$ cat config.mk
export PLATFORM = sky130hd
export DESIGN_NAME = wmf_back_flat
export DESIGN_NICKNAME = d
export VERILOG_FILES = /design/src/rtl/core/wmf_pkg.sv /design/src/rtl/core/wmf_ifs.sv /design/src/rtl/core/wmf_back.sv /design/src/flat_wrapper.sv
export SDC_FILE = /design/constraint.sdc
export NUM_CORES = 2
export LEC_CHECK = 0
export BUFFER_PORTS_ARGS = -buffer_cell sky130_fd_sc_hd__buf_2
export CAP_MARGIN = 20
export CORE_UTILIZATION = 35
export CTS_CLUSTER_DIAMETER = 40
export DETAILED_ROUTE_END_ITERATION = 10
export PLACE_DENSITY = 0.51
export SYNTH_ARGS = -nofsm -noshare
export SYNTH_HDL_FRONTEND = slang
export SYNTH_SLANG_ARGS = --single-unit
export TNS_END_PERCENT = 5
$ cat constraint.sdc
create_clock -name clk -period 26 [get_ports clk]
set_input_delay 3.9 -clock clk [delete_from_list [all_inputs] [get_ports clk]]
set_output_delay 3.9 -clock clk [all_outputs]
set_load 0.005 [all_outputs]
$ cat src/rtl/core/wmf_pkg.sv
// Shared constants, types and functions of the window median filter.
package wmf_pkg;

  localparam int WIN_H       = 3;
  localparam int WIN_W       = 3;
  localparam int MAX_WIDTH   = 2048;
  localparam int MAX_HEIGHT  = 4096;
  localparam int WIN_N       = WIN_H * WIN_W;
  localparam int MID_HI      = WIN_N / 2;
  localparam int MID_LO      = (WIN_N > 1) ? (WIN_N / 2 - 1) : 0;

  localparam int PIX_W       = 8;
  localparam int WIDTH_W     = 12;
  localparam int HEIGHT_W    = 13;
  localparam int CTR_W       = 3;
  localparam int ROW_W       = 12;
  localparam int COL_W       = 11;
  localparam int ADDR_W      = $clog2(MAX_WIDTH);
  localparam int SLOT_W      = (WIN_H > 1) ? $clog2(WIN_H) : 1;

  localparam int CFG_IDX_W   = 2;
  localparam int CFG_DATA_W  = 13;

  localparam int QUEUE_DEPTH = 4;
  localparam int QPTR_W      = $clog2(QUEUE_DEPTH);

  typedef enum logic [CFG_IDX_W-1:0] {
    CFG_IMAGE_WIDTH  = 2'd0,
    CFG_IMAGE_HEIGHT = 2'd1,
    CFG_CENTER_COL   = 2'd2,
    CFG_CENTER_ROW   = 2'd3
  } cfg_reg_e;

  typedef logic [PIX_W-1:0]              pix_t;
  typedef logic [WIN_H-1:0][PIX_W-1:0]   col_t;
  typedef logic [WIN_N-1:0][PIX_W-1:0]   win_t;

  typedef struct packed {
    logic [ROW_W-1:0] row;
    logic [COL_W-1:0] col;
    logic             last;
  } tag_t;

  typedef struct packed {
    col_t col;
    logic emit;
    tag_t tag;
  } col_item_t;

  // one round of odd-even transposition sort; phase picks the pairing
  function automatic win_t oe_step(input win_t w, input logic phase);
    win_t r;
    r = w;
    for (int i = 0; i + 1 < WIN_N; i++) begin
      if ((i[0] == phase) && (w[i] > w[i+1])) begin
        r[i]   = w[i+1];
        r[i+1] = w[i];
      end
    end
    return r;
  endfunction

  function automatic pix_t win_median(input win_t s);
    logic [PIX_W:0] sum;
    sum = {1'b0, s[MID_LO]} + {1'b0, s[MID_HI]};
    if ((WIN_N % 2) == 1) begin
      return s[MID_HI];
    end
    return sum[PIX_W:1];
  endfunction

endpackage

$ cat src/rtl/core/wmf_ifs.sv


interface wmf_res_if;
  logic                      valid;
  logic                      ready;
  logic [wmf_pkg::PIX_W-1:0] median;
  logic [wmf_pkg::ROW_W-1:0] out_row;
  logic [wmf_pkg::COL_W-1:0] out_col;
  logic                      frame_last;
  modport source (output valid, median, out_row, out_col, frame_last, input ready);
  modport sink (input valid, median, out_row, out_col, frame_last, output ready);
endinterface

interface wmf_col_if;
  logic               valid;
  logic               ready;
  wmf_pkg::col_item_t item;
  modport source (output valid, item, input ready);
  modport sink (input valid, item, output ready);
endinterface

$ cat src/rtl/core/wmf_back.sv
// Back end: window shift register, pipelined sorting network and result register.
module wmf_back (
  input  logic       clk,
  input  logic       rst,
  wmf_col_if.sink    col,
  wmf_res_if.source  res
);

  wmf_pkg::col_t   win_cols [wmf_pkg::WIN_W];
  wmf_pkg::win_t   next_win;
  wmf_pkg::win_t   st_data  [wmf_pkg::WIN_N+1];
  wmf_pkg::tag_t   st_tag   [wmf_pkg::WIN_N+1];
  logic            st_valid [wmf_pkg::WIN_N+1];

  logic            adv;
  logic            pop;
  logic            out_valid;
  wmf_pkg::pix_t   out_median;
  wmf_pkg::tag_t   out_tag;

  assign adv       = !out_valid || res.ready;
  assign col.ready = adv;
  assign pop       = col.valid && adv;

  always_comb begin
    for (int i = 0; i < wmf_pkg::WIN_W - 1; i++) begin
      for (int j = 0; j < wmf_pkg::WIN_H; j++) begin
        next_win[i*wmf_pkg::WIN_H + j] = win_cols[i+1][j];
      end
    end
    for (int j = 0; j < wmf_pkg::WIN_H; j++) begin
      next_win[(wmf_pkg::WIN_W-1)*wmf_pkg::WIN_H + j] = col.item.col[j];
    end
  end

  always_ff @(posedge clk) begin
    if (pop) begin
      for (int i = 0; i < wmf_pkg::WIN_W - 1; i++) begin
        win_cols[i] <= win_cols[i+1];
      end
      win_cols[wmf_pkg::WIN_W-1] <= col.item.col;
    end
  end

  always_ff @(posedge clk) begin
    if (adv) begin
      st_data[0] <= next_win;
      st_tag[0]  <= col.item.tag;
      for (int k = 1; k <= wmf_pkg::WIN_N; k++) begin
        st_data[k] <= wmf_pkg::oe_step(st_data[k-1], 1'(k-1));
        st_tag[k]  <= st_tag[k-1];
      end
      out_median <= wmf_pkg::win_median(st_data[wmf_pkg::WIN_N]);
      out_tag    <= st_tag[wmf_pkg::WIN_N];
    end
  end

  always_ff @(posedge clk) begin
    if (rst) begin
      for (int k = 0; k <= wmf_pkg::WIN_N; k++) begin
        st_valid[k] <= 1'b0;
      end
      out_valid <= 1'b0;
    end else if (adv) begin
      st_valid[0] <= pop && col.item.emit;
      for (int k = 1; k <= wmf_pkg::WIN_N; k++) begin
        st_valid[k] <= st_valid[k-1];
      end
      out_valid <= st_valid[wmf_pkg::WIN_N];
    end
  end

  assign res.valid      = out_valid;
  assign res.median     = out_median;
  assign res.out_row    = out_tag.row;
  assign res.out_col    = out_tag.col;
  assign res.frame_last = out_tag.last;

endmodule

$ cat src/flat_wrapper.sv
// flat-port wrapper written by rule: the top's interface ports become plain ports
module wmf_back_flat 
  (clk, rst, col_valid, col_item, col_ready, res_valid, res_median, res_out_row, res_out_col, res_frame_last, res_ready);
  wmf_col_if col_i ();
  wmf_res_if res_i ();
  input  logic clk;
  input  logic rst;
  input wire logic [$bits(col_i.valid)-1:0] col_valid;
  input wire logic [$bits(col_i.item)-1:0] col_item;
  output wire logic [$bits(col_i.ready)-1:0] col_ready;
  output wire logic [$bits(res_i.valid)-1:0] res_valid;
  output wire logic [$bits(res_i.median)-1:0] res_median;
  output wire logic [$bits(res_i.out_row)-1:0] res_out_row;
  output wire logic [$bits(res_i.out_col)-1:0] res_out_col;
  output wire logic [$bits(res_i.frame_last)-1:0] res_frame_last;
  input wire logic [$bits(res_i.ready)-1:0] res_ready;
  assign col_i.valid = col_valid;
  assign col_i.item = col_item;
  assign col_ready = col_i.ready;
  assign res_valid = res_i.valid;
  assign res_median = res_i.median;
  assign res_out_row = res_i.out_row;
  assign res_out_col = res_i.out_col;
  assign res_frame_last = res_i.frame_last;
  assign res_i.ready = res_ready;
  wmf_back u_core (.clk(clk), .rst(rst), .col(col_i), .res(res_i));
endmodule
==> metrics.md <==
| Metric | Value |
|---|---|
| Status | `completed` |
| HPWL Detailed | `48.7 mm` |
| Wire per inst | `16.6 um` |
| Starting DRC count in detailed routing | `1,477` |
| Clk_skew | `0.0468 ns` |
| Area grow syn2layout | `17.2%` |
| CTS clock-pin slew for the worst setup and hold paths | `roughly 0.050 ns` |
| Number of setup buffers added after CTS | `0` |
| Antenna Cells | `0` |
| Vias per cell | `~5.0` |
| Fin. Hold Viols | `0` |
| Cts bufs inserted | `134` |
| Worst Setup Start Kind | `input pin` |
| Post-synthesis sequential area ratio | `between 60% and 70%` |
| Max-slew violation total from the final report | `0` |
| Share of cells above drive strength 1 | `24.9%` |
| Num rows | `121` |
| Fmax achieved | `109 MHz` |
| Syn_area_per_cell | `~15 um^2` |
| CTS H-tree lvls | `4` |
| Worst VDD drop | `about 0.05 mV` |
| Synthesized Nets | `2,833` |
| Tmin final | `around 9 ns` |
| Placer Congestion | `0.821` |
| Max cap viols | `0` |
| DRC viols | `0` |
| Commonest cells after routing, fill and taps aside | `edfxtp_1, mux2_2, inv_1` |
| CTS tree | `done` |
| Leading cell type in the layout, fill and taps excluded | `edfxtp_1` |
| GRT Total Usage | `12.8%` |
| Chip Height | `~330 um` |
| CP Max Fanout | `92` |
| Router iterations before antenna repair | `5` |
| Top FF cell, synth | `edfxtp_1` |
| Root buf cell | `clkbuf_16` |
| Worst-Skew Late Latency | `between 0.7 and 0.8 ns` |
| Total wire length | `around 72 mm` |
| Largest net degree at the start of global routing | `194` |
| Crit end category | `primary output` |
| Unrepaired setup endpoints after global routing | `false` |
| Slew HR | `26.3%` |
| GRT overflow | `0` |
| # hold bufs at CTS | `0` |
| Period utilization | `35.3%` |
| Netlist cell types | `40` |
| Die Area | `112,000 um^2` |
| Slew @ Worst Pin | `1.10 ns` |
| Total number of vias | `about 21,000` |
| Yosys Warn Count | `0` |
| Die X-Extent | `335 um` |
| Power per Cell Area | `137 nW/um^2` |
| Register bit total from synthesis | `859` |
| Hold slack | `0.401 ns` |
| Syn Inst Count | `about 2,500` |
| Remaining antenna violation count | `0` |
| Number of port buffers | `86` |
| Setup violators final | `0` |
| CP Data Arrival Time | `around 5.3 ns` |
| Critical path class | `in2out` |
| Number of flops mapped to enable cells by yosys | `858` |
| Initial antenna violation count | `0` |
| Initial Util | `35.4%` |
| Final #Nets | `3,010` |
| Setup TNS | `0 ns` |
| Async SR Flop Fraction | `0%` |
| Leak | `17.5 nW` |
| Post-Synthesis Cell Area | `38,700 um^2` |
| Vias in the first global route | `21,600` |
| WP data required | `22.10 ns` |
| Worst hold path type | `reg2reg` |
| Clock Tree Buf Depth | `3` |
| Core area | `around 110,000 um^2` |
| Clk sink count | `859` |
| Layout filler cell count | `9,990` |
| Top Ports | `87` |
| Quantity of gates resized following cts | `0` |
| First-pass GRT wire length | `between 100 and 150 mm` |
==> registers in the layout, indices dropped and copies added, names as in the netlist <==
register / cells
u_core.res.frame_last: 1
u_core.res.median: 8
u_core.res.out_col: 11
u_core.res.out_row: 12
u_core.res.valid: 1
u_core.st_data: 528
u_core.st_tag: 240
u_core.st_valid: 10
u_core.win_cols: 48
==> power breakdown <==
| group | leakage [nW] | internal (mW) | switching [mW] |
|---|---|---|---|
| registers | 8.97 | 2.06 | 0.330 |
| logic | 6.30 | 0.954 | 1.07 |
| clock network | 2.21 | 1.14 | 0.657 |
| total | 17.5 | 4.15 | 2.06 |
==> synth_stat cells (all sizes together), types with 14 or more instances <==
| cell | n | area share, % |
|---|---|---|
| o21ai | 82 | 1.3 |
| mux2 | 280 | 8.1 |
| nor2b | 25 | 0.40 |
| nand4 | 45 | 0.79 |
| and4 | 19 | 0.46 |
| buf | 43 | 0.81 |
| a211oi | 28 | 0.54 |
| clkbuf | 14 | 0.14 |
| ha | 240 | 7.8 |
| inv | 244 | 2.4 |
| o211ai | 29 | 0.60 |
| edfxtp | 858 | 67 |
| a21oi | 202 | 2.6 |
| nand2 | 69 | 0.67 |
| nor2 | 43 | 0.42 |
| o22ai | 230 | 4.2 |
| o221a | 24 | 0.70 |
==> final timing paths <==
path / start / to / slack [ns] / cells after the start
max: res_ready / col_ready / 16.82 / 4
max reg2reg: u_core.res.valid / u_core.st_tag[9][5] / 22.73 / 4
min reg2reg: u_core.st_data[4][71] / u_core.st_data[5][71] / 0.40 / 0
min: u_core.st_data[4][71] / u_core.st_data[5][71] / 0.40 / 0
==> logic make-up (layout without fill, tap and decap cells) <==
group | count (synthesis) | after routing | synth area share, %
buf+inv | 301 | 585 | 3.31
compound gates | 622 | 622 | 10.8
flops | 859 | 859 | 66.6
fa+ha+maj | 240 | 240 | 7.76
mux | 280 | 280 | 8.15
simple gates | 238 | 238 | 3.39
==> per-stage QoR <==
stage                     setup slack [ns]  cell area, um^2  std cells  utilization (%)  total power [mW]
after floorplan                       2.67            38700       2540                -              3.94
after global placement               16.85            40700       4054             37.2              4.33
after detailed placement             16.84            40700       4054             37.2              4.43
after CTS                            16.85            45300       4297             41.5              6.27
after global routing                 16.75            45300       4300             41.5              6.61
final                                16.82            45300       4300             41.5              6.21
==> worst max-delay path, cell delays in order <==
cell and delay (ns):
buf_2 0.10, nor2b_1 0.54, inv_8 0.37, buf_2 0.27
==> routing by layer <==
| layer | vias up | GRT usage [%] | share of wire (%) |
|---|---|---|---|
| met2 | 411 | 20.9 | 48 |
| met1 | 10400 | 16.2 | 45 |
| met5 | - | 0 | 0 |
| met4 | 0 | 5.38 | 3.1 |
| met3 | 158 | 3.13 | 4.2 |
| li1 | 10400 | - | - |
==> layout make-up <==
cell class | count | area (um^2) | share of cell area (%)
inverters | 244 | 923 | 2.04
flip-flops and latches | 859 | 25800 | 56.9
clock inverters | 99 | 1200 | 2.65
repair buffers | 98 | 533 | 1.18
multi-input cells | 1380 | 11600 | 25.7
clock buffers | 144 | 3410 | 7.52
well taps | 1476 | 1850 | 4.07
No activity file was read; power rests on OpenSTA's default activity.
