## src/rtl/core/wmf_pkg.sv

```systemverilog
// Shared constants, types and functions of the window median filter.
package wmf_pkg;

  localparam int WIN_H       = 3;
  localparam int WIN_W       = 3;
  localparam int MAX_WIDTH   = 2048;
  localparam int MAX_HEIGHT  = 4096;
  localparam int WIN_N       = WIN_H * WIN_W;
  localparam int MID_HI      = WIN_N / 2;
  localparam int MID_LO      = (WIN_N > 1) ? (WIN_N / 2 - 1) : 0;

  localparam int PIX_W       = 8;
  localparam int WIDTH_W     = 12;
  localparam int HEIGHT_W    = 13;
  localparam int CTR_W       = 3;
  localparam int ROW_W       = 12;
  localparam int COL_W       = 11;
  localparam int ADDR_W      = $clog2(MAX_WIDTH);
  localparam int SLOT_W      = (WIN_H > 1) ? $clog2(WIN_H) : 1;

  localparam int CFG_IDX_W   = 2;
  localparam int CFG_DATA_W  = 13;

  localparam int QUEUE_DEPTH = 4;
  localparam int QPTR_W      = $clog2(QUEUE_DEPTH);

  typedef enum logic [CFG_IDX_W-1:0] {
    CFG_IMAGE_WIDTH  = 2'd0,
    CFG_IMAGE_HEIGHT = 2'd1,
    CFG_CENTER_COL   = 2'd2,
    CFG_CENTER_ROW   = 2'd3
  } cfg_reg_e;

  typedef logic [PIX_W-1:0]              pix_t;
  typedef logic [WIN_H-1:0][PIX_W-1:0]   col_t;
  typedef logic [WIN_N-1:0][PIX_W-1:0]   win_t;

  typedef struct packed {
    logic [ROW_W-1:0] row;
    logic [COL_W-1:0] col;
    logic             last;
  } tag_t;

  typedef struct packed {
    col_t col;
    logic emit;
    tag_t tag;
  } col_item_t;

  // one round of odd-even transposition sort; phase picks the pairing
  function automatic win_t oe_step(input win_t w, input logic phase);
    win_t r;
    r = w;
    for (int i = 0; i + 1 < WIN_N; i++) begin
      if ((i[0] == phase) && (w[i] > w[i+1])) begin
        r[i]   = w[i+1];
        r[i+1] = w[i];
      end
    end
    return r;
  endfunction

  function automatic pix_t win_median(input win_t s);
    logic [PIX_W:0] sum;
    sum = {1'b0, s[MID_LO]} + {1'b0, s[MID_HI]};
    if ((WIN_N % 2) == 1) begin
      return s[MID_HI];
    end
    return sum[PIX_W:1];
  endfunction

endpackage

```

## src/rtl/core/wmf_ifs.sv

```systemverilog


interface wmf_col_if;
  logic               valid;
  logic               ready;
  wmf_pkg::col_item_t item;
  modport source (output valid, item, input ready);
  modport sink (input valid, item, output ready);
endinterface

```

## src/rtl/core/wmf_queue.sv

```systemverilog
// Short FIFO of window columns between front and back end.
module wmf_queue (
  input  logic       clk,
  input  logic       rst,
  wmf_col_if.sink    push,
  wmf_col_if.source  pop
);

  wmf_pkg::col_item_t           entries [wmf_pkg::QUEUE_DEPTH];
  logic [wmf_pkg::QPTR_W-1:0]   wr_ptr;
  logic [wmf_pkg::QPTR_W-1:0]   rd_ptr;
  logic [wmf_pkg::QPTR_W:0]     count;
  logic                         do_push;
  logic                         do_pop;

  assign push.ready = count != (wmf_pkg::QPTR_W + 1)'(wmf_pkg::QUEUE_DEPTH);
  assign pop.valid  = count != '0;
  assign pop.item   = entries[rd_ptr];
  assign do_push    = push.valid && push.ready;
  assign do_pop     = pop.valid && pop.ready;

  always_ff @(posedge clk) begin
    if (do_push) begin
      entries[wr_ptr] <= push.item;
    end
  end

  always_ff @(posedge clk) begin
    if (rst) begin
      wr_ptr <= '0;
      rd_ptr <= '0;
      count  <= '0;
    end else begin
      if (do_push) begin
        wr_ptr <= wr_ptr + 1'b1;
      end
      if (do_pop) begin
        rd_ptr <= rd_ptr + 1'b1;
      end
      if (do_push && !do_pop) begin
        count <= count + 1'b1;
      end else if (do_pop && !do_push) begin
        count <= count - 1'b1;
      end
    end
  end

endmodule

```

## src/flat_wrapper.sv

```systemverilog
// flat-port wrapper written by rule: the top's interface ports become plain ports
module wmf_queue_flat 
  (clk, rst, push_valid, push_item, push_ready, pop_valid, pop_item, pop_ready);
  wmf_col_if push_i ();
  wmf_col_if pop_i ();
  input  logic clk;
  input  logic rst;
  input wire logic [$bits(push_i.valid)-1:0] push_valid;
  input wire logic [$bits(push_i.item)-1:0] push_item;
  output wire logic [$bits(push_i.ready)-1:0] push_ready;
  output wire logic [$bits(pop_i.valid)-1:0] pop_valid;
  output wire logic [$bits(pop_i.item)-1:0] pop_item;
  input wire logic [$bits(pop_i.ready)-1:0] pop_ready;
  assign push_i.valid = push_valid;
  assign push_i.item = push_item;
  assign push_ready = push_i.ready;
  assign pop_valid = pop_i.valid;
  assign pop_item = pop_i.item;
  assign pop_i.ready = pop_ready;
  wmf_queue u_core (.clk(clk), .rst(rst), .push(push_i), .pop(pop_i));
endmodule
```

## config.mk

```make
export PLATFORM = sky130hd
export DESIGN_NAME = wmf_queue_flat
export DESIGN_NICKNAME = d
export VERILOG_FILES = /design/src/rtl/core/wmf_pkg.sv /design/src/rtl/core/wmf_ifs.sv /design/src/rtl/core/wmf_queue.sv /design/src/flat_wrapper.sv
export SDC_FILE = /design/constraint.sdc
export NUM_CORES = 1
export LEC_CHECK = 0
export BUFFER_PORTS_ARGS = -buffer_cell sky130_fd_sc_hd__clkbuf_2
export CAP_MARGIN = 0
export CORE_ASPECT_RATIO = 0.5
export CORE_MARGIN = 2
export CORE_UTILIZATION = 46
export DETAILED_ROUTE_END_ITERATION = 10
export GPL_TIMING_DRIVEN = 0
export PLACE_DENSITY = 0.71
export SLEW_MARGIN = 10
export SYNTH_ARGS = -nofsm -noshare
export SYNTH_HDL_FRONTEND = slang
export SYNTH_SLANG_ARGS = --single-unit
```

## constraint.sdc

```tcl
create_clock -name clk -period 4.2 [get_ports clk]
set_input_delay 0.84 -clock clk [delete_from_list [all_inputs] [get_ports clk]]
set_output_delay 0.84 -clock clk [all_outputs]
set_load 0.02 [all_outputs]
```

==> report_table.html <==
<table>
<tr><th>Metric</th><th>Value</th></tr>
<tr><th colspan="2">Clocking</th></tr>
<tr><td>Clk_lat worst skew</td><td>0.47 ns</td></tr>
<tr><td>Clock tree from TritonCTS</td><td>built</td></tr>
<tr><td>Max Root-Sink Buffers</td><td>3</td></tr>
<tr><td>Clock transition at the registers of the reported paths</td><td>0.07 ns</td></tr>
<tr><td>Post-cts hold buffer count</td><td>0</td></tr>
<tr><td>Resized cells post-CTS</td><td>0</td></tr>
<tr><td>Number of post-CTS setup repair buffers</td><td>0</td></tr>
<tr><td>Cell at the root of the clock tree</td><td>sky130_fd_sc_hd__clkbuf_16</td></tr>
<tr><td>Clock buffers created by TritonCTS</td><td>19</td></tr>
<tr><td>Maximum level of the CTS H-tree</td><td>1</td></tr>
<tr><td>Num Clock Sinks</td><td>205</td></tr>
<tr><th colspan="2">Worst setup path</th></tr>
<tr><td>Critical path data required time</td><td>3.36 ns</td></tr>
<tr><td>Cell depth of the worst flop-to-flop path</td><td>8</td></tr>
<tr><td>Worst path bufs/invs</td><td>3</td></tr>
<tr><td>Critical Path Sink Type</td><td>primary output</td></tr>
<tr><td>Category of the worst setup path launch point</td><td>flop</td></tr>
<tr><td>Class of the most critical setup path</td><td>reg2out</td></tr>
<tr><td>Most used cell, CP</td><td>sky130_fd_sc_hd__buf_2</td></tr>
<tr><td>Max stage delay cell, worst path</td><td>sky130_fd_sc_hd__dfxtp_1</td></tr>
<tr><td>CP Data Arrival Time</td><td>2.10 ns</td></tr>
<tr><td>FF-to-FF setup slack</td><td>1.89 ns</td></tr>
<tr><td>Delay of the slowest critical-path stage</td><td>0.44 ns</td></tr>
<tr><td>List of cells traversed by the critical path</td><td>buf_2, buf_2, mux4_2, clkbuf_2</td></tr>
<tr><td>RR Startpoint</td><td>u_core.count[0]</td></tr>
<tr><td>Critical path's top delay family</td><td>buffers and inverters</td></tr>
<tr><td>Biggest fanout along the worst timing path</td><td>10</td></tr>
<tr><td>RR Endpoint</td><td>u_core.count[2]</td></tr>
<tr><th colspan="2">Hold path</th></tr>
<tr><td>HP Class</td><td>reg2reg</td></tr>
<tr><td>Hold Startpoint</td><td>u_core.wr_ptr[1]</td></tr>
<tr><td>Endpoint, Worst Hold</td><td>u_core.wr_ptr[1]</td></tr>
<tr><td>Worst hold path stage count</td><td>2</td></tr>
<tr><th colspan="2">Final layout</th></tr>
<tr><td>Seq. cell area</td><td>6070 um2</td></tr>
<tr><td>Fillers</td><td>1211</td></tr>
<tr><td>Final core utilization</td><td>0.552</td></tr>
<tr><td>N_diodes</td><td>0</td></tr>
<tr><td>Number of standard cells in the final layout excluding fillers</td><td>667</td></tr>
<tr><td>Post-layout nets</td><td>486</td></tr>
<tr><td>Area growth syn-to-layout</td><td>18.5%</td></tr>
<tr><td>Layout cell share with drive strength beyond 1</td><td>0.436</td></tr>
<tr><td>Multi-input gate area</td><td>1390 um2</td></tr>
<tr><th colspan="2">Logic synthesis</th></tr>
<tr><td>Net count after synthesis</td><td>363</td></tr>
<tr><td>Synthesized area per cell</td><td>24.9 um2</td></tr>
<tr><td>Sequential-to-total area share from yosys stat</td><td>0.803</td></tr>
<tr><td>Cell taking the most area after synthesis</td><td>sky130_fd_sc_hd__edfxtp_1</td></tr>
<tr><td>Flip-flop and latch count after synthesis</td><td>205</td></tr>
<tr><td>Cell area after synthesis</td><td>7560 um2</td></tr>
<tr><td>Most frequent cell after synthesis</td><td>sky130_fd_sc_hd__edfxtp_1</td></tr>
<tr><td>Post-synthesis cell count</td><td>304</td></tr>
<tr><td>Ys flop type</td><td>sky130_fd_sc_hd__edfxtp_1</td></tr>
<tr><td>Number of different library cells in the post-synthesis netlist</td><td>26</td></tr>
<tr><td>Share of flip-flops with an asynchronous set or reset after synthesis</td><td>0</td></tr>
<tr><td>Cells taking the most area after synthesis</td><td>sky130_fd_sc_hd__edfxtp_1 78%, sky130_fd_sc_hd__mux4_2 14%, sky130_fd_sc_hd__dfxtp_1 2.4%</td></tr>
<tr><td>Synth cell count leaders</td><td>196 x sky130_fd_sc_hd__edfxtp_1, 47 x sky130_fd_sc_hd__mux4_2, 9 x sky130_fd_sc_hd__dfxtp_1</td></tr>
<tr><td>Post-synth EDFFs</td><td>196</td></tr>
<tr><td>Warnings, synthesis</td><td>0</td></tr>
<tr><td>Share of Yosys cell area claimed by the top area cell type</td><td>0.779</td></tr>
<tr><th colspan="2">Placement</th></tr>
<tr><td>Detailed placement HPWL</td><td>7330 um</td></tr>
<tr><td>Count of buffers inserted at the top-level ports</td><td>102</td></tr>
<tr><td>Cell count after placement</td><td>633</td></tr>
<tr><td>Gp weighted congestion</td><td>0.741</td></tr>
<tr><th colspan="2">Global route</th></tr>
<tr><td>Number of global-route vias before repair</td><td>3453</td></tr>
<tr><td>Wire length of the first global-routing pass</td><td>18900 um</td></tr>
<tr><td>GR Overflow Total</td><td>0</td></tr>
<tr><td>Pin count of the biggest net entering global routing</td><td>50</td></tr>
<tr><td>Global-route usage over all layers</td><td>0.143</td></tr>
<tr><td>Initial antenna violation count</td><td>0</td></tr>
<tr><th colspan="2">Floorplanning</th></tr>
<tr><td>Die outline area</td><td>17500 um2</td></tr>
<tr><td>Initial cell density of the core</td><td>0.466</td></tr>
<tr><td>Floorplan core area</td><td>16200 um2</td></tr>
<tr><td>Die Y-Extent</td><td>94.6 um</td></tr>
<tr><td>I/O pin count</td><td>104</td></tr>
<tr><td>Placement row count</td><td>33</td></tr>
<tr><td>Die W</td><td>185 um</td></tr>
<tr><th colspan="2">Power</th></tr>
<tr><td>Switching pwr</td><td>1.61 mW</td></tr>
<tr><td>Combinational share of power</td><td>0.258</td></tr>
<tr><td>Worst vdd ir</td><td>0.345 mV</td></tr>
<tr><td>Clock share of power</td><td>0.289</td></tr>
<tr><td>Leakage power summed over all cells</td><td>3.04 nW</td></tr>
<tr><td>Internal power contribution</td><td>4.02 mW</td></tr>
<tr><td>Share of power burned in registers</td><td>0.453</td></tr>
<tr><td>Power density of the placed cells</td><td>629 nW/um2</td></tr>
<tr><td>Switching share of total power</td><td>0.286</td></tr>
<tr><th colspan="2">Route</th></tr>
<tr><td>Average via count per standard cell</td><td>5.07</td></tr>
<tr><td>Number of vias after detailed routing</td><td>3385</td></tr>
<tr><td># DRC</td><td>0</td></tr>
<tr><td>Iteration-0 DRC Markers</td><td>298</td></tr>
<tr><td>Initial DRT Pass Iterations</td><td>4</td></tr>
<tr><td>Average detailed-routed wire length per instance</td><td>18.5 um</td></tr>
<tr><td>Total Routed Length</td><td>12400 um</td></tr>
<tr><td>Detail Route Antenna Nets</td><td>0</td></tr>
<tr><th colspan="2">Timing</th></tr>
<tr><td>Final slew viol count</td><td>0</td></tr>
<tr><td>Final setup violation count</td><td>0</td></tr>
<tr><td>Total negative setup slack</td><td>0 ns</td></tr>
<tr><td>Top achievable clock speed</td><td>340 MHz</td></tr>
<tr><td>Headroom to the max-slew limit</td><td>0.486</td></tr>
<tr><td>Period utilisation layout</td><td>0.700</td></tr>
<tr><td>Setup repair after global routing missed its margin</td><td>false</td></tr>
<tr><td>Clock Skew</td><td>0.0107 ns</td></tr>
<tr><td>Final critical-path required period</td><td>2.94 ns</td></tr>
<tr><td>Final count of hold timing violations</td><td>0</td></tr>
<tr><td>Slew at the pin with the worst max-slew slack</td><td>0.771 ns</td></tr>
<tr><th colspan="2">Run status</th></tr>
<tr><td>Status</td><td>finished clean</td></tr>
<tr><th colspan="2">Job</th></tr>
<tr><td>Max-cap violation count</td><td>0</td></tr>
</table>
==> power groups by stage <==
stage | registers, mW | clock network, mW | logic (mW)
2_1_floorplan | 2.58 | 0 | 1.06
3_3_place_gp | 2.60 | 0 | 1.48
3_5_place_dp | 2.59 | 0 | 1.49
4_1_cts | 2.55 | 1.66 | 1.49
5_1_grt | 2.57 | 1.75 | 1.57
6_report | 2.55 | 1.63 | 1.45
==> layout make-up <==
cell class | instances | share of cell area
multi-input combinational | 84 | 0.155
tap | 227 | 0.0317
clock buffer | 21 | 0.0539
inverter | 3 | 0.00126
buffer | 12 | 0.0110
timing repair buffer | 102 | 0.0570
sequential | 205 | 0.678
clock inverter | 13 | 0.0120
==> worst max path at each step <==
stage	start	cells after the start	to	slack (ns)
global placement	push_valid	3	u_core.entries[2][5]	0.44
detailed placement	push_valid	8	u_core.count[2]	1.54
finish	flop	4	pop_item[30]	1.26
floorplan	push_valid	2	u_core.entries[0][0]	1.47
global route	flop	4	pop_item[30]	1.13
CTS	flop	4	pop_item[34]	1.23
==> cell families after synthesis <==
logic type	count (synthesis)	synth area share
AOI/OAI and AO/OA	5	0.00497
muxes	52	0.151
adders and majority gates	6	0.0109
DFF	205	0.803
and+or+nand+nor	17	0.0111
xor gates and xnor gates	4	0.00464
buffers and inverters	15	0.0146
==> routing by layer <==
layer / up-vias / GRT usage / share of wire
met5: - / 0 / 0
met4: 0 / 0.0317 / 0.013
met3: 11 / 0.0278 / 0.033
met2: 68 / 0.245 / 0.51
met1: 1771 / 0.194 / 0.44
li1: 1535 / - / -
==> worst min-delay path: cells and delay by family, from the launching register on <==
| kind | cells | cell delay (ns) |
|---|---|---|
| flops | 1 | 0.34 |
| simple gates | 1 | 0.07 |
| mux | 1 | 0.05 |
==> cells in the final DEF (no fill, tap or decap), types with 2 or more instances in the layout <==
| cell | Yosys | final |
|---|---|---|
| sky130_fd_sc_hd__clkbuf_1 | 1 | 3 |
| sky130_fd_sc_hd__edfxtp_1 | 196 | 196 |
| sky130_fd_sc_hd__and2_4 | 0 | 4 |
| sky130_fd_sc_hd__clkbuf_2 | 0 | 102 |
| sky130_fd_sc_hd__clkinv_1 | 0 | 3 |
| sky130_fd_sc_hd__clkinvlp_4 | 0 | 3 |
| sky130_fd_sc_hd__nor2_1 | 8 | 8 |
| sky130_fd_sc_hd__clkinv_2 | 0 | 3 |
| sky130_fd_sc_hd__buf_12 | 2 | 2 |
| sky130_fd_sc_hd__inv_1 | 3 | 3 |
| sky130_fd_sc_hd__buf_1 | 3 | 3 |
| sky130_fd_sc_hd__or3_1 | 2 | 2 |
| sky130_fd_sc_hd__mux2i_1 | 2 | 2 |
| sky130_fd_sc_hd__clkbuf_16 | 0 | 19 |
| sky130_fd_sc_hd__ha_1 | 5 | 5 |
| sky130_fd_sc_hd__buf_2 | 2 | 2 |
| sky130_fd_sc_hd__mux4_2 | 47 | 47 |
| sky130_fd_sc_hd__xor2_1 | 4 | 4 |
| sky130_fd_sc_hd__dfxtp_1 | 9 | 9 |
| sky130_fd_sc_hd__mux4_1 | 2 | 2 |
| sky130_fd_sc_hd__nand2b_1 | 2 | 2 |
| sky130_fd_sc_hd__buf_4 | 3 | 3 |
==> flip-flops by register name, indices dropped and copies added, names as in the netlist, named ones only <==
name,cells
u_core.count,3
u_core.entries,196
u_core.wr_ptr,2
u_core.rd_ptr,2
==> metrics by stage <==
step                      hold slack (ns)  cell area, um2  total power, mW  worst slack [ns]
after floorplan                     0.482            7560             3.64              1.47
after global placement              0.506            8350             4.07             0.438
final                               0.517            8950             5.63              1.26
after CTS                           0.529            8950             5.70              1.23
after detailed placement            0.512            8360             4.08              1.54
after global routing                0.563            8950             5.89              1.13
Power figures use the tool's default switching activity.
